## config.mk

```make
export PLATFORM = sky130hd
export DESIGN_NAME = json_string_unescape_utf8
export DESIGN_NICKNAME = d
export VERILOG_FILES = /design/src/hdl/jsu_pkg.sv /design/src/hdl/jsu_front.sv /design/src/hdl/jsu_queue.sv /design/src/hdl/jsu_back.sv /design/src/hdl/json_string_unescape_utf8.sv
export SDC_FILE = /design/constraint.sdc
export NUM_CORES = 1
export LEC_CHECK = 0
export BUFFER_PORTS_ARGS = -buffer_cell sky130_fd_sc_hd__buf_2
export CAP_MARGIN = 30
export CELL_PAD_IN_SITES_DETAIL_PLACEMENT = 1
export CELL_PAD_IN_SITES_GLOBAL_PLACEMENT = 2
export CORE_AREA = 3 3 145 147
export CTS_CLUSTER_SIZE = 25
export DETAILED_ROUTE_END_ITERATION = 7
export DIE_AREA = 0 0 148 150
export PLACE_DENSITY_LB_ADDON = 0.1
export SYNTH_ARGS = -nofsm -noshare
export SYNTH_HDL_FRONTEND = slang
export SYNTH_HIERARCHICAL = 1
export SYNTH_SLANG_ARGS = --single-unit
```

## constraint.sdc

```tcl
create_clock -name clk -period 4.95 [get_ports clk]
set_input_delay 0.495 -clock clk [delete_from_list [all_inputs] [get_ports clk]]
set_output_delay 0.495 -clock clk [all_outputs]
set_load 0.03 [all_outputs]
```

## src/hdl/jsu_pkg.sv

```systemverilog
package jsu_pkg;

	localparam logic [7:0] CH_QUOTE  = 8'h22;
	localparam logic [7:0] CH_BSLASH = 8'h5C;
	localparam logic [7:0] CH_SLASH  = 8'h2F;
	localparam logic [7:0] CH_U      = 8'h75;
	localparam logic [7:0] CH_SPACE  = 8'h20;

	localparam logic [20:0] CP_REPL = 21'h00FFFD;
	localparam logic [20:0] CP_SUPP = 21'h010000;

	// upper six bits of a UTF-16 unit that mark a surrogate half
	localparam logic [5:0] SURR_HIGH = 6'b110110;
	localparam logic [5:0] SURR_LOW  = 6'b110111;

	typedef enum logic [2:0] {
		M_WAIT,
		M_STR,
		M_ESC,
		M_HEX,
		M_PEND,
		M_PEND_ESC,
		M_PEND_HEX,
		M_DRAIN
	} mode_t;

	typedef enum logic [1:0] {
		ST_NONE,
		ST_DONE,
		ST_BAD
	} status_t;

	typedef enum logic [1:0] {
		KIND_DATA = 2'd0,
		KIND_DONE = 2'd1,
		KIND_BAD  = 2'd2
	} kind_t;

	// All results of one input byte, in output order:
	// optional U+FFFD, optional raw byte or code point, optional status.
	typedef struct packed {
		logic        repl;
		logic        c2_v;
		logic        c2_raw;
		logic [20:0] c2_val;
		status_t     st;
	} entry_t;

endpackage

```

## src/hdl/jsu_front.sv

```systemverilog
module jsu_front import jsu_pkg::*; (
	input  logic       clk,
	input  logic       arst_n,
	input  logic       in_valid,
	output logic       in_ready,
	input  logic [7:0] in_byte,
	input  logic       in_eoi,
	input  logic       q_ready,
	output logic       push,
	output entry_t     push_entry
);

	mode_t       mode_q, mode_d;
	logic [1:0]  digits_q, digits_d;
	logic [15:0] acc_q, acc_d;
	logic [9:0]  high_q, high_d;

	logic        accept;
	logic [4:0]  hex;
	logic [15:0] acc_new;
	entry_t      ent;

	// plain string byte
	mode_t       sb_mode;
	logic        sb_raw;
	status_t     sb_st;
	// escape letter
	mode_t       el_mode;
	logic        el_raw;
	logic [7:0]  el_val;
	status_t     el_st;
	// complete \u unit
	logic        fu_high;
	logic [20:0] fu_cp;

	function automatic logic [4:0] hex_of(input logic [7:0] b);
		logic [7:0] t;
		begin
			t = 8'h00;
			hex_of = 5'h00;
			if (b inside {[8'h30:8'h39]}) begin
				t = b - 8'h30;
				hex_of = {1'b1, t[3:0]};
			end else if (b inside {[8'h61:8'h66]}) begin
				t = b - 8'h57;
				hex_of = {1'b1, t[3:0]};
			end else if (b inside {[8'h41:8'h46]}) begin
				t = b - 8'h37;
				hex_of = {1'b1, t[3:0]};
			end
		end
	endfunction

	assign in_ready = q_ready;
	assign accept   = in_valid && q_ready;
	assign hex      = hex_of(in_byte);
	assign acc_new  = {acc_q[11:0], hex[3:0]};

	always_comb begin
		sb_mode = M_STR;
		sb_raw  = 1'b0;
		sb_st   = ST_NONE;
		if (in_byte == CH_QUOTE) begin
			sb_st   = ST_DONE;
			sb_mode = M_WAIT;
		end else if (in_byte < CH_SPACE) begin
			sb_st   = ST_BAD;
			sb_mode = M_DRAIN;
		end else if (in_byte == CH_BSLASH) begin
			sb_mode = M_ESC;
		end else begin
			sb_raw = 1'b1;
		end
	end

	always_comb begin
		el_mode = M_STR;
		el_raw  = 1'b1;
		el_val  = in_byte;
		el_st   = ST_NONE;
		case (in_byte)
			CH_QUOTE, CH_BSLASH, CH_SLASH: el_val = in_byte;
			8'h62: el_val = 8'h08;
			8'h66: el_val = 8'h0C;
			8'h6E: el_val = 8'h0A;
			8'h72: el_val = 8'h0D;
			8'h74: el_val = 8'h09;
			CH_U: begin
				el_raw  = 1'b0;
				el_mode = M_HEX;
			end
			default: begin
				el_raw  = 1'b0;
				el_st   = ST_BAD;
				el_mode = M_DRAIN;
			end
		endcase
	end

	assign fu_high = acc_new[15:10] == SURR_HIGH;
	assign fu_cp   = (acc_new[15:10] == SURR_LOW) ? CP_REPL : {5'd0, acc_new};

	always_comb begin
		mode_d   = mode_q;
		digits_d = digits_q;
		acc_d    = acc_q;
		high_d   = high_q;
		ent      = '{repl: 1'b0, c2_v: 1'b0, c2_raw: 1'b0, c2_val: 21'd0, st: ST_NONE};
		case (mode_q)
			M_WAIT: begin
				if (in_byte == CH_QUOTE) begin
					mode_d = M_STR;
				end else begin
					ent.st = ST_BAD;
					mode_d = M_DRAIN;
				end
			end
			M_STR, M_PEND: begin
				if (mode_q == M_PEND && in_byte == CH_BSLASH) begin
					mode_d = M_PEND_ESC;
				end else begin
					ent.repl   = mode_q == M_PEND;
					ent.c2_v   = sb_raw;
					ent.c2_raw = 1'b1;
					ent.c2_val = {13'd0, in_byte};
					ent.st     = sb_st;
					mode_d     = sb_mode;
				end
			end
			M_ESC, M_PEND_ESC: begin
				if (mode_q == M_PEND_ESC && in_byte == CH_U) begin
					mode_d   = M_PEND_HEX;
					digits_d = 2'd0;
					acc_d    = 16'd0;
				end else begin
					ent.repl   = mode_q == M_PEND_ESC;
					ent.c2_v   = el_raw;
					ent.c2_raw = 1'b1;
					ent.c2_val = {13'd0, el_val};
					ent.st     = el_st;
					mode_d     = el_mode;
					digits_d   = 2'd0;
					acc_d      = 16'd0;
				end
			end
			M_HEX, M_PEND_HEX: begin
				if (!hex[4]) begin
					ent.repl = mode_q == M_PEND_HEX;
					ent.st   = ST_BAD;
					mode_d   = M_DRAIN;
				end else begin
					acc_d = acc_new;
					if (digits_q != 2'd3) begin
						digits_d = digits_q + 2'd1;
					end else if (mode_q == M_PEND_HEX && acc_new[15:10] == SURR_LOW) begin
						// pair the low half with the held high half
						ent.c2_v   = 1'b1;
						ent.c2_val = CP_SUPP + {1'b0, high_q, acc_new[9:0]};
						mode_d     = M_STR;
					end else begin
						ent.repl = mode_q == M_PEND_HEX;
						if (fu_high) begin
							high_d = acc_new[9:0];
							mode_d = M_PEND;
						end else begin
							ent.c2_v   = 1'b1;
							ent.c2_val = fu_cp;
							mode_d     = M_STR;
						end
					end
				end
			end
			default: ;
		endcase

		if (in_eoi) begin
			if (mode_d inside {M_PEND, M_PEND_ESC, M_PEND_HEX}) begin
				ent.c2_v   = 1'b1;
				ent.c2_raw = 1'b0;
				ent.c2_val = CP_REPL;
				ent.st     = ST_BAD;
			end else if (mode_d != M_WAIT && mode_d != M_DRAIN) begin
				ent.st = ST_BAD;
			end
			mode_d = M_WAIT;
		end
	end

	// drop words that cause no result
	assign push       = accept && (ent.repl || ent.c2_v || ent.st != ST_NONE);
	assign push_entry = ent;

	always_ff @(posedge clk or negedge arst_n) begin
		if (!arst_n) begin
			mode_q   <= M_WAIT;
			digits_q <= 2'd0;
			acc_q    <= 16'd0;
			high_q   <= 10'd0;
		end else if (accept) begin
			mode_q   <= mode_d;
			digits_q <= digits_d;
			acc_q    <= acc_d;
			high_q   <= high_d;
		end
	end

endmodule

```

## src/hdl/jsu_queue.sv

```systemverilog
module jsu_queue import jsu_pkg::*; #(
	parameter int DEPTH = 4
) (
	input  logic   clk,
	input  logic   arst_n,
	input  logic   push,
	input  entry_t push_entry,
	output logic   push_ready,
	input  logic   pop,
	output entry_t pop_entry,
	output logic   pop_valid
);

	localparam int PTR_W = $clog2(DEPTH);
	localparam int CNT_W = $clog2(DEPTH + 1);

	entry_t             mem_q [DEPTH];
	logic [PTR_W-1:0]   wr_ptr_q, rd_ptr_q;
	logic [CNT_W-1:0]   cnt_q;
	logic               do_push, do_pop;

	assign push_ready = cnt_q != CNT_W'(DEPTH);
	assign pop_valid  = cnt_q != '0;
	assign pop_entry  = mem_q[rd_ptr_q];
	assign do_push    = push && push_ready;
	assign do_pop     = pop && pop_valid;

	always_ff @(posedge clk) begin
		if (do_push) begin
			mem_q[wr_ptr_q] <= push_entry;
		end
	end

	always_ff @(posedge clk or negedge arst_n) begin
		if (!arst_n) begin
			wr_ptr_q <= '0;
			rd_ptr_q <= '0;
			cnt_q    <= '0;
		end else begin
			if (do_push) begin
				wr_ptr_q <= (wr_ptr_q == PTR_W'(DEPTH - 1)) ? '0 : wr_ptr_q + PTR_W'(1);
			end
			if (do_pop) begin
				rd_ptr_q <= (rd_ptr_q == PTR_W'(DEPTH - 1)) ? '0 : rd_ptr_q + PTR_W'(1);
			end
			if (do_push && !do_pop) begin
				cnt_q <= cnt_q + CNT_W'(1);
			end else if (do_pop && !do_push) begin
				cnt_q <= cnt_q - CNT_W'(1);
			end
		end
	end

endmodule

```

## src/hdl/jsu_back.sv

```systemverilog
module jsu_back import jsu_pkg::*; (
	input  logic       clk,
	input  logic       arst_n,
	input  logic       q_valid,
	input  entry_t     q_entry,
	output logic       pop,
	output logic       out_valid,
	input  logic       out_ready,
	output logic [7:0] out_byte,
	output logic [1:0] out_kind,
	output logic       out_last
);

	logic        repl_q, c2v_q, c2raw_q;
	logic [20:0] c2val_q;
	status_t     st_q;
	logic [1:0]  idx_q;

	logic        repl_n, c2v_n;
	status_t     st_n;
	logic [1:0]  idx_n;

	logic        out_valid_q;
	logic [7:0]  byte_q;
	kind_t       kind_q;
	logic        last_q;

	logic        cur_any, out_free, emit, rest_any;
	logic [7:0]  byte_d;
	kind_t       kind_d;

	// index of the last UTF-8 byte of a code point
	function automatic logic [1:0] utf8_last(input logic [20:0] cp);
		if (cp <= 21'h7F)        utf8_last = 2'd0;
		else if (cp <= 21'h7FF)  utf8_last = 2'd1;
		else if (cp <= 21'hFFFF) utf8_last = 2'd2;
		else                     utf8_last = 2'd3;
	endfunction

	function automatic logic [7:0] utf8_byte(input logic [20:0] cp, input logic [1:0] idx);
		logic [1:0] n;
		begin
			n = utf8_last(cp);
			utf8_byte = cp[7:0];
			case (n)
				2'd1: utf8_byte = (idx == 2'd0) ? {3'b110, cp[10:6]} : {2'b10, cp[5:0]};
				2'd2: begin
					case (idx)
						2'd0:    utf8_byte = {4'b1110, cp[15:12]};
						2'd1:    utf8_byte = {2'b10, cp[11:6]};
						default: utf8_byte = {2'b10, cp[5:0]};
					endcase
				end
				2'd3: begin
					case (idx)
						2'd0:    utf8_byte = {5'b11110, cp[20:18]};
						2'd1:    utf8_byte = {2'b10, cp[17:12]};
						2'd2:    utf8_byte = {2'b10, cp[11:6]};
						default: utf8_byte = {2'b10, cp[5:0]};
					endcase
				end
				default: utf8_byte = cp[7:0];
			endcase
		end
	endfunction

	assign cur_any  = repl_q || c2v_q || st_q != ST_NONE;
	assign out_free = !out_valid_q || out_ready;
	assign emit     = cur_any && out_free;

	always_comb begin
		repl_n = repl_q;
		c2v_n  = c2v_q;
		st_n   = st_q;
		idx_n  = idx_q;
		byte_d = 8'h00;
		kind_d = KIND_DATA;
		if (emit) begin
			if (repl_q) begin
				byte_d = utf8_byte(CP_REPL, idx_q);
				if (idx_q == utf8_last(CP_REPL)) begin
					repl_n = 1'b0;
					idx_n  = 2'd0;
				end else begin
					idx_n = idx_q + 2'd1;
				end
			end else if (c2v_q) begin
				if (c2raw_q) begin
					byte_d = c2val_q[7:0];
					c2v_n  = 1'b0;
				end else begin
					byte_d = utf8_byte(c2val_q, idx_q);
					if (idx_q == utf8_last(c2val_q)) begin
						c2v_n = 1'b0;
						idx_n = 2'd0;
					end else begin
						idx_n = idx_q + 2'd1;
					end
				end
			end else begin
				kind_d = (st_q == ST_DONE) ? KIND_DONE : KIND_BAD;
				st_n   = ST_NONE;
			end
		end
	end

	assign rest_any = repl_n || c2v_n || st_n != ST_NONE;
	// fetch the next entry as soon as the current one runs out
	assign pop      = q_valid && !rest_any;

	always_ff @(posedge clk or negedge arst_n) begin
		if (!arst_n) begin
			repl_q <= 1'b0;
			c2v_q  <= 1'b0;
			st_q   <= ST_NONE;
			idx_q  <= 2'd0;
		end else if (pop) begin
			repl_q <= q_entry.repl;
			c2v_q  <= q_entry.c2_v;
			st_q   <= q_entry.st;
			idx_q  <= 2'd0;
		end else begin
			repl_q <= repl_n;
			c2v_q  <= c2v_n;
			st_q   <= st_n;
			idx_q  <= idx_n;
		end
	end

	always_ff @(posedge clk) begin
		if (pop) begin
			c2raw_q <= q_entry.c2_raw;
			c2val_q <= q_entry.c2_val;
		end
		if (emit) begin
			byte_q <= byte_d;
			kind_q <= kind_d;
			last_q <= !rest_any;
		end
	end

	always_ff @(posedge clk or negedge arst_n) begin
		if (!arst_n) begin
			out_valid_q <= 1'b0;
		end else if (emit) begin
			out_valid_q <= 1'b1;
		end else if (out_ready) begin
			out_valid_q <= 1'b0;
		end
	end

	assign out_valid = out_valid_q;
	assign out_byte  = byte_q;
	assign out_kind  = kind_q;
	assign out_last  = last_q;

endmodule

```

## src/hdl/json_string_unescape_utf8.sv

```systemverilog
// JSON string unescaper to UTF-8. Feed the quoted string one byte per word on
// the slave side, opening quote first, with tlast on the final byte. Each
// input word yields zero to seven result words on the master side: decoded
// UTF-8 bytes (tuser 0), then possibly a status word, done (1) or invalid (2);
// tlast marks the final result of an input word. The front decoder takes one
// byte every cycle while its entry queue (QUEUE_DEPTH entries) has room; the
// back end sends one result word per cycle while m_tready is high, so the rate
// is one input byte per cycle as long as results average at most one byte per
// input and the output is not stalled. An input word is stored in the entry
// queue, then in the back-end entry registers, then in the output register,
// before its first result word is presented.
module json_string_unescape_utf8 import jsu_pkg::*; #(
	parameter int QUEUE_DEPTH = 4
) (
	input  logic       clk,
	input  logic       arst_n,
	input  logic       s_tvalid,
	output logic       s_tready,
	input  logic [7:0] s_tdata,   // [7:0] in_byte
	input  logic       s_tlast,   // end_of_input
	output logic       m_tvalid,
	input  logic       m_tready,
	output logic [7:0] m_tdata,   // [7:0] out_byte
	output logic [1:0] m_tuser,   // [1:0] kind
	output logic       m_tlast    // last_of_run
);

	logic   push, push_ready, pop, pop_valid;
	entry_t push_entry, pop_entry;

	jsu_front u_front (
		.clk        (clk),
		.arst_n     (arst_n),
		.in_valid   (s_tvalid),
		.in_ready   (s_tready),
		.in_byte    (s_tdata),
		.in_eoi     (s_tlast),
		.q_ready    (push_ready),
		.push       (push),
		.push_entry (push_entry)
	);

	jsu_queue #(
		.DEPTH (QUEUE_DEPTH)
	) u_queue (
		.clk        (clk),
		.arst_n     (arst_n),
		.push       (push),
		.push_entry (push_entry),
		.push_ready (push_ready),
		.pop        (pop),
		.pop_entry  (pop_entry),
		.pop_valid  (pop_valid)
	);

	jsu_back u_back (
		.clk       (clk),
		.arst_n    (arst_n),
		.q_valid   (pop_valid),
		.q_entry   (pop_entry),
		.pop       (pop),
		.out_valid (m_tvalid),
		.out_ready (m_tready),
		.out_byte  (m_tdata),
		.out_kind  (m_tuser),
		.out_last  (m_tlast)
	);

endmodule
```

==> impl_metrics.yaml, run 1 <==
run_status:
  status: "finished, final reports clean"
setup_path:
  cp_max_fo: 7
  path_class: "in2reg"
  r2r_start: "u_front/mode_q[0]"
  cp.required_ps: 5300
  start_kind: "primary input"
  critPathMaxStageDelay_ps: 490
  critical_path.slowest_cell: "nor4b_1"
  startpoint: "s_tdata[0]"
  end_kind: "flip-flop"
  path_cells: "buf_2 -> inv_1 -> ha_1 -> nor3b_1 -> nor4b_1 -> nor3_1 -> or3_4 -> or2_2 -> a2bb2oi_1 -> a31oi_1 -> a21boi_2 -> ha_1 -> inv_1 -> fa_1 -> xor2_1 -> nor2_1 -> xor2_1"
  worstPathArrival_ps: 4410
run:
  drv_cap: 0
logic_synthesis:
  yosysWarnings: 6
  synth.distinct_cells: 94
  syn_nets: 717
  synth_seq_cells: 178
  synthesis.area_sq_um: 8930
  synth_edf_count: 137
  yosysSeqAreaShare_pct: 57.56
  syn_inst: 685
  ys.flop_type: "edfxtp_1"
  synthArstFlopShare_pct: 23.03
  avgSynthCellArea_sq_um: 13.04
timing:
  layout_min_cycle_time_ps: 4062
  tightest_slew_ps: 705.5
  max_slew_margin_pct: 52.97
  finalHoldViolations: 0
  slew_viol_final: 0
  period_share_pct: 82.07
  finalSetupViolations: 0
  fmax_mhz: 246.2
  rsz0062_at_grt: "no"
  fin_skew_ps: 11.77
  setup_tns_ps: 0
cts:
  cts-root-buf: "clkbuf_16"
  cts-hold-fix-buffers: 0
  clockBufferDepth: 2
  clk_pin_slew_ps: 70
  clock_sinks: 178
  clk_latency_ps: 430
  cts_tree: "built"
  h-tree-depth: 4
  cts_made_buffers: 17
  ctsResizeCount: 0
  post_cts_buffers: 0
global_routing:
  grt_pass1_vias: 6107
  grt_pass1_wl_mm: 34.29
  antenna_found_initial: 0
  grt_max_degree: 30
  gr-total-overflow: 0
  grt_usage_pct: 20.17
layout:
  fin_cells: 990
  diodes: 0
  finalInstanceArea_sq_um: 9843
  fin_nets: 739
  final_layout_size_suffix_gt1_share_pct: 17.08
  nFillCells: 2066
  area_growth_pct: 10.23
drt:
  drcViolationCount: 0
  drt_pass1_iterations: 4
  viasPerCell: 5.902
  routed_wl_mm: 21.67
  vias: 5843
  wl_per_cell_um: 21.89
  ant_nets: 0
  drt_iter0_drc: 301
floorplan:
  io_pins: 26
  die_h_um: 150
  fp-row-count: 52
  dieArea_sq_um: 22200
  fp.dieW_um: 148
  initial_utilization_pct: 44.56
  design.core.area_sq_um: 20040
pwr:
  power_density_nw_per_um2: 649.2
  ir_worst_vdd_mv: 0.2554
  power_mw: 6.390
  leakage_nw: 3.607
placement:
  place_inst: 958
  place_congestion: 0.9286
  postPlaceCellArea_sq_um: 9281
  portBuffers: 25
  hpwl_mm: 15.62
worst_hold_path:
  hp-class: "in2async"
==> worst paths after layout <==
kind,endpoint,slack [ps],depth (start not counted)
min in group clk,u_front/high_q[0],490,2
min,u_back/out_valid,40,1
min reg2reg,u_front/high_q[0],490,2
max in group asynchronous,u_front/high_q[3],4410,2
max reg2reg,u_queue/cnt_q[2],1100,14
max,u_queue/cnt_q[2],890,17
==> per-stage QoR <==
stage / hold WS [ps] / worst slack, ps / util [%]
6_report: 36.46 / 887.5 / 49.12
5_1_grt: 45.65 / 579.3 / 49.12
4_1_cts: 28.07 / 921.2 / 49.12
3_5_place_dp: 481.6 / 495.2 / 46.32
3_3_place_gp: 466.3 / 725.1 / 46.18
2_1_floorplan: 199.4 / 828.1 / -
==> layout make-up <==
type	count	area [sq um]	share of cell area (%)
clock inverter	13	128.9	1.309
sequential	178	5140	52.22
timing repair buffer	38	235.2	2.390
clock buffer	19	432.9	4.398
multi-input combinational	445	3467	35.22
tap	270	337.8	3.432
inverter	27	101.3	1.030
==> sequential cells by signal, indices dropped and copies added (netlist names) <==
signal	cells
u_back/out_valid	1
u_back/idx_q	2
u_front/mode_q	3
u_back/c2raw_q	1
u_queue/mem_q	104
u_back/out_kind	2
u_back/out_last	1
u_front/acc_q	12
u_back/st_q	2
u_queue/cnt_q	3
u_back/out_byte	8
u_queue/rd_ptr_q	2
u_back/c2v_q	1
u_front/digits_q	2
u_queue/wr_ptr_q	2
u_front/high_q	10
u_back/c2val_q	21
u_back/repl_q	1
==> cells by family after synthesis <==
logic type	after synthesis	share of synthesized area, %
AOI/OAI and AO/OA	157	12.60
buffers and inverters	62	3.657
DFF	178	57.56
adders and majority gates	19	2.746
and+or+nand+nor	218	13.61
xor gates and xnor gates	9	0.8827
muxes	42	8.953
==> layout by cell type, fill, tap and decap left out, types with 5 or more instances in the layout <==
cell	n
nor2_1	44
mux4_1	8
nor2b_1	7
and3_1	10
nand2_1	54
mux2_2	11
ha_1	18
a22o_1	6
nand3_1	26
mux4_2	18
o211ai_1	9
nand2b_1	6
edfxtp_1	137
buf_2	25
clkbuf_16	17
o22ai_1	8
inv_1	27
or2_1	5
o221ai_1	6
nor3_1	10
a21oi_1	22
xor2_1	5
inv_6	5
a31oi_1	6
buf_4	12
o21ai_0	34
and2_1	6
dfrtp_1	41
o21bai_1	7
==> critical path: cells and delay by family <==
kind	cells	cell delay (ps)
adders and majority gates	3	900
and+or+nand+nor	6	1740
buffers and inverters	3	310
AOI/OAI and AO/OA	3	640
xor gates and xnor gates	2	320
==> synth_stat cells (4+ instances only) <==
master      n  area share, %
edfxtp_1  137             46
nand2_1    54            2.3
nor2_1     44            1.8
dfrtp_1    41             11
o21ai_0    34            1.9
inv_1      27            1.1
nand3_1    26            1.5
a21oi_1    22            1.2
ha_1       18            2.5
mux4_2     18            4.5
clkbuf_1   16           0.67
mux2_2     11            1.4
and3_1     10           0.70
nor3_1     10           0.56
o211ai_1    9           0.76
mux4_1      8            2.4
o22ai_1     8           0.56
buf_2       7           0.39
nor2b_1     7           0.49
o21bai_1    7           0.59
a22o_1      6           0.59
a31oi_1     6           0.42
and2_1      6           0.42
buf_4       6           0.50
nand2b_1    6           0.42
o221ai_1    6           0.59
or2_1       5           0.35
xor2_1      5           0.49
a211o_1     4           0.39
a211oi_1    4           0.34
buf_6       4           0.50
nand4b_1    4           0.39
or3_1       4           0.28
xnor2_1     4           0.39
==> routing by layer <==
layer	vias to the layer above	track usage (%)	part of all wire, %
li1	2704	-	-
met1	2995	24.56	43
met2	113	35.85	52
met3	31	4.058	3.2
met4	0	6.928	2.2
met5	-	0	0
==> where the power goes <==
group	total, mW	internal [mW]	switching [mW]
sequential	2.69	2.36	0.331
combinational	2.43	0.955	1.47
clock	1.27	0.702	0.570
total	6.39	4.02	2.37
No activity file was read; power rests on OpenSTA's default activity.
==> run 2: changes to the inputs <==
Clock period 4.95 ns to 3.9 ns, I/O delays scaled along.
==> run 2 against run 1 <==
Compared with the run above:
- register-to-register slack got worse by 830 ps
- utilization rose by 1.2 points
- die area unchanged
- global-route usage up 0.085 points
- hold slack improved by 370 ps
- clock skew up 4.6 ps
- wire length rose by 0.33%
- clock power increased by 35%
- count of clock-buffer cells in the layout fell by 1
- cell area increased by 2.5%
- first-iteration DRC count grew 5.0%
- critical endpoint is now u_queue/cnt_q[1]
==> impl_metrics.yaml, run 2 (synthesis gave the netlist of run 1 again) <==
layout:
  multi_input_area_sq_um: 3481
  largestRegisters: "u_queue/mem_q: 104 flops, u_back/c2val_q: 21 flops, u_front/acc_q: 12 flops"
  area_growth_pct: 12.93
  largest_register_ffs: 104
  fin_nets: 758
  final_layout_size_suffix_gt1_share_pct: 19.62
  diodes: 0
  mostFrequentLayoutCell: "edfxtp_1"
  fin_cells: 1009
  final_cell_mix: "137 x edfxtp_1, 54 x nand2_1, 44 x nor2_1, 41 x dfrtp_1, 33 x o21ai_0"
  regArea_sq_um: 5140
  nFillCells: 2076
  largest-register: "u_queue/mem_q"
setup_path:
  worstPathArrival_ps: 3930
  critPathMaxStageDelay_ps: 490
  r2r_start: "u_front/mode_q[0]"
  path_class: "reg2reg"
  cp_max_fo: 9
  path_cells: "buf_4 -> or3b_2 -> o21ai_1 -> nand3_1 -> o22ai_1 -> o21ai_2 -> a31oi_1 -> a31oi_1 -> a21boi_2 -> ha_1 -> inv_1 -> fa_1 -> mux2_2"
  critical_path.slowest_cell: "dfrtp_1"
  end_kind: "flip-flop"
  cp_common_cell: "a31oi_1"
  ff2ff_setup_slack_ps: 270
  cp.required_ps: 4200
  r2r_cells: 13
  r2r-end: "u_queue/cnt_q[1]"
  start_kind: "flip-flop"
global_routing:
  grt_usage_pct: 20.25
  gr-total-overflow: 0
  antenna_found_initial: 0
  grt_pass1_vias: 6298
  grt_max_degree: 27
  grt_pass1_wl_mm: 35.05
floorplan:
  fp.dieW_um: 148
  design.core.area_sq_um: 20040
  fp-row-count: 52
  dieArea_sq_um: 22200
  die_h_um: 150
  initial_utilization_pct: 44.56
  io_pins: 26
pwr:
  leakage_nw: 3.731
  power_density_nw_per_um2: 823.6
  ir_worst_vdd_mv: 0.3362
cts:
  clk_pin_slew_ps: 70
  post_cts_buffers: 0
  cts_made_buffers: 17
  clockBufferDepth: 2
  clk_latency_ps: 420
  clock_sinks: 178
  h-tree-depth: 4
  cts_tree: "built"
  cts-root-buf: "clkbuf_16"
placement:
  portBuffers: 25
  pre_cts_ws_ps: -154.2
  place_inst: 976
  place_congestion: 0.9065
  hpwl_mm: 15.93
timing:
  slew_viol_final: 0
  finalHoldViolations: 0
  finalSetupViolations: 0
  rsz0062_at_grt: "no"
  fin_skew_ps: 16.33
  max_slew_margin_pct: 49.61
  layout_min_cycle_time_ps: 3629
  tightest_slew_ps: 755.8
  period_share_pct: 93.05
  fmax_mhz: 275.5
  worst_slack_ps: 270.9
run_status:
  status: "finished, final reports clean"
worst_hold_path:
  hold_start: "s_tlast"
  min_to: "u_front/mode_q[0]"
  hp-class: "in2reg"
  min_path_cells: 3
drt:
  routed_wl_mm: 21.74
  drt_iter0_drc: 316
  viasPerCell: 5.797
  ant_nets: 0
  wl_per_cell_um: 21.55
  drt_pass1_iterations: 6
  vias: 5849
  drcViolationCount: 0
run:
  drv_cap: 0
==> run 2: metal layers <==
layer  track usage [%]  vias to the layer above  share of wire (%)
met5                 0                        -                  0
met4             5.035                        0               0.91
met3             2.998                       13                2.1
met2             36.29                      100                 53
met1             25.96                     2996                 44
li1                  -                     2740                  -
==> run 2: what timing repair did <==
| action | CTS | global route |
|---|---|---|
| resized for setup | 0 | 4 |
| endpoints found under the setup margin | 0 | 2 |
| hold buffers | 1 | 0 |
| endpoints found under the hold margin | 17 | 0 |
==> run 2: worst max-delay path: cells and delay by family, from the launching register on <==
kind / cells / cell delay (ps)
AND/OR/NAND/NOR: 2 / 600
multiplexers: 1 / 260
buffers and inverters: 2 / 290
adder cells (fa/ha/maj): 2 / 620
flip-flops: 1 / 490
AO/OA/AOI/OAI: 6 / 1270
==> run 2: final cells by class <==
type / instances / area share (%)
multi-input cells: 445 / 34.52
clock inverters: 14 / 1.638
repair buffers: 57 / 4.268
inverters: 27 / 1.005
clock buffers: 18 / 4.256
flip-flops and latches: 178 / 50.97
well taps: 270 / 3.350
==> run 2: stage by stage <==
stage	setup TNS, ps	util, %	total power [mW]	hold WS (ps)	area [sq um]
after floorplan	0	-	5.638	94.41	8934
after global placement	0	47.10	6.453	467.3	9439
final	0	50.32	8.305	410.5	10080
after global routing	0	50.32	8.838	414.2	10080
after detailed placement	-293.4	47.24	6.633	383.7	9467
after CTS	0	50.26	8.369	386.9	10070
==> run 2: where the power goes <==
group	internal, mW	total [mW]	switching (mW)	leakage (nW)
combinational	1.30	3.14	1.85	1.63
sequential	2.99	3.44	0.454	1.81
clock	0.968	1.72	0.750	0.291
total	5.25	8.31	3.05	3.73
==> run 2: worst max-delay path by stage <==
stage                     slack, ps                  end  depth (start not counted)              start
after floorplan                 220  u_queue/mem_q[3][0]                         11         s_tdata[0]
after global placement           30     u_queue/cnt_q[1]                         15         s_tdata[1]
after detailed placement       -150     u_queue/cnt_q[1]                         15         s_tdata[1]
after CTS                       210     u_queue/cnt_q[1]                         13  u_front/mode_q[0]
after global routing             10     u_queue/cnt_q[1]                         13  u_front/mode_q[1]
final                           270     u_queue/cnt_q[1]                         13  u_front/mode_q[0]
==> run 3: changes to the inputs <==
Settings changed: ABC_AREA set to 1, CORE_AREA 3 3 145 147 to 3 3 156 158, DIE_AREA 0 0 148 150 to 0 0 159 161.
==> run 3 against run 2 <==
Compared with the run above:
- critical path depth rose by 10
- total power is 3.0% higher
- non-clock buffer count is 18 lower
- clock skew fell by 2.8 ps
- sequential power about the same
- synthesized cell count grew 41%
- critical endpoint is now u_queue/cnt_q[2]
- hold slack lost 150 ps
- utilization is 5.6 points lower
==> impl_metrics.yaml, run 3 <==
logic_synthesis:
  synth_seq_cells: 178
  yosysSeqAreaShare_pct: 54.94
  yosys-top-cells-area: "edfxtp_1 44%, dfrtp_1 11%, nand2_1 8.3%, inv_1 6.2%, o211ai_1 3.6%"
  synth_edf_count: 137
  synth_xor_area_share_pct: 0.4681
  syn_inst: 965
  synth-compound-area-share_pct: 13.45
  synth_top_area_cell: "edfxtp_1"
  avgSynthCellArea_sq_um: 9.695
  yosysTopAreaCellShare_pct: 43.97
  syn_nets: 997
  synthesis.area_sq_um: 9355
  synth_most_common_cell: "nand2_1"
  synthArstFlopShare_pct: 23.03
  synth.distinct_cells: 50
  synth_common_cells: "206 x nand2_1, 154 x inv_1, 137 x edfxtp_1"
  synthAdderAreaFrac_pct: 2.621
  synth_top_family_by_area: "simple AND/OR/NAND/NOR gates"
  yosysWarnings: 6
  synthMuxAreaShare_pct: 0.2140
  synth-simple-area-share_pct: 19.05
  ys.flop_type: "edfxtp_1"
global_routing:
  grt_usage_pct: 19.02
  grt_pass1_vias: 6828
  grt_max_degree: 71
  grt_pass1_wl_mm: 38.27
  gr-total-overflow: 0
  antenna_found_initial: 0
drt:
  wl_per_cell_um: 17.80
  drt_iter0_drc: 417
  ant_nets: 0
  drcViolationCount: 0
  viasPerCell: 5.050
  routed_wl_mm: 23.66
  vias: 6712
  drt_pass1_iterations: 4
layout:
  largest_register_ffs: 104
  final_cell_mix: "206 x nand2_1, 154 x inv_1, 137 x edfxtp_1, 75 x nor2_1, 45 x o211ai_1"
  mostFrequentLayoutCell: "nand2_1"
  largestRegisters: "u_queue/mem_q: 104 flops, u_back/c2val_q: 21 flops, u_front/acc_q: 12 flops"
  largest-register: "u_queue/mem_q"
  area_growth_pct: 11.19
  nFillCells: 2643
  diodes: 0
  finalInstanceArea_sq_um: 10400
  final_layout_size_suffix_gt1_share_pct: 16.34
  fin_nets: 1029
  regArea_sq_um: 5144
  multi_input_area_sq_um: 3359
timing:
  finalHoldViolations: 0
  fin_hold_ws_ps: 259.5
  fin_skew_ps: 13.53
  worst_slack_ps: 758.4
  fmax_mhz: 318.3
  tightest_slew_ps: 784.9
  rsz0062_at_grt: "no"
  max_slew_margin_pct: 47.67
  layout_min_cycle_time_ps: 3142
  finalSetupViolations: 0
  period_share_pct: 80.55
  slew_viol_final: 0
  setup_tns_ps: 0
floorplan:
  io_pins: 26
  dieArea_sq_um: 25600
  fp-row-count: 56
  die_h_um: 161
  fp.dieW_um: 159
  design.core.area_sq_um: 23260
  initial_utilization_pct: 40.22
cts:
  clockBufferDepth: 2
  clock_sinks: 178
  h-tree-depth: 4
  clk_pin_slew_ps: 70
  post_cts_buffers: 0
  ctsResizeCount: 0
  cts_made_buffers: 17
  cts-root-buf: "clkbuf_16"
  cts_tree: "built"
  clk_latency_ps: 430
placement:
  place_congestion: 0.8335
  postPlaceCellArea_sq_um: 9823
  portBuffers: 25
  pre_cts_ws_ps: 405.8
  hpwl_mm: 17.38
setup_path:
  cp_max_fo: 6
  start_kind: "flip-flop"
  end_kind: "flip-flop"
  path_class: "reg2reg"
  cp.required_ps: 4220
  worstPathArrival_ps: 3470
worst_hold_path:
  hp-class: "in2reg"
pwr:
  leakage_nw: 4.454
  ir_worst_vdd_mv: 0.4034
  power_density_nw_per_um2: 822.6
  power_mw: 8.557
run_status:
  status: "finished, final reports clean"
run:
  drv_cap: 0
run 3: changes by cell type after synthesis, sizes merged, moves of 7 or more:
cell / before / now
nand2: 55 / 230
inv: 27 / 169
o211ai: 9 / 65
nor2: 44 / 93
mux4: 26 / 0
nand3: 27 / 52
clkbuf: 16 / 1
a21oi: 22 / 36
mux2: 13 / 0
and3: 10 / 0
and2: 7 / 0
nor2b: 7 / 0
o22ai: 8 / 15
or2: 8 / 1
run 3: routing by layer:
layer	track usage, %	share of wire, %	vias up
li1	-	-	3301
met2	32.61	49	80
met4	5.770	2.0	0
met1	25.36	47	3303
met5	0	0	-
met3	2.513	2.1	28
run 3: what timing repair did:
action / in CTS / in global routing
hold buffers: 1 / 0
hold endpoints to repair: 10 / 0
endpoints found under the setup margin: 0 / 0
run 3: worst max-delay path, cell delays in order (launching register included):
cell and delay, ps:
dfrtp_1 500, inv_2 120, nand3_2 80, nand2_2 140, inv_4 140, nor2_1 50, o21ai_1 90, nand3_1 100
nor2_1 120, nand2_1 120, inv_1 90, nand3_1 90, nand4_1 90, nor2_1 50, nor2_1 170, nand2_1 110
inv_1 80, ha_1 160, inv_1 70, fa_1 390, nand2_1 100, nand3_1 80, nand2_1 60, nand2_1 50
run 3: kinds of logic (layout without fill, tap and decap cells):
kind of cell	after synthesis	in the layout
AND/OR/NAND/NOR	388	388
buffers and inverters	197	242
flip-flops	178	178
AO/OA/AOI/OAI	176	176
adder cells (fa/ha/maj)	19	19
XOR/XNOR	5	5
multiplexers	2	2
run 3: layout make-up:
cell class                 count  area share [%]
multi-input combinational    590           32.29
clock inverter                15           1.383
clock buffer                  17           4.089
tap                          319           3.837
inverter                     171           6.230
sequential                   178           49.45
timing repair buffer          39           2.718
run 3: worst paths after layout:
check                                  startpoint                end  slack [ps]  cells after the start
worst max register to register  u_front/mode_q[2]   u_queue/cnt_q[2]         760                     23
max in group asynchronous                  arst_n  u_front/high_q[0]        2690                      3
worst min-delay path                     m_tready   u_back/out_valid         260                      4
min in group asynchronous                  arst_n   u_back/out_valid         420                      2
worst min register to register  u_front/high_q[3]  u_front/high_q[3]         480                      2
worst max-delay path            u_front/mode_q[2]   u_queue/cnt_q[2]         760                     23
run 3: power by group:
part / internal (mW) / total, mW / switching, mW
logic: 1.07 / 3.44 / 2.38
registers: 3.03 / 3.47 / 0.435
clock network: 0.847 / 1.64 / 0.798
total: 4.95 / 8.56 / 3.61
run 3: metrics by stage:
step                      util, %  cells
after floorplan                 -    965
after global placement      42.23   1296
after detailed placement    42.23   1296
after CTS                   44.72   1329
after global routing        44.72   1329
final                       44.72   1329
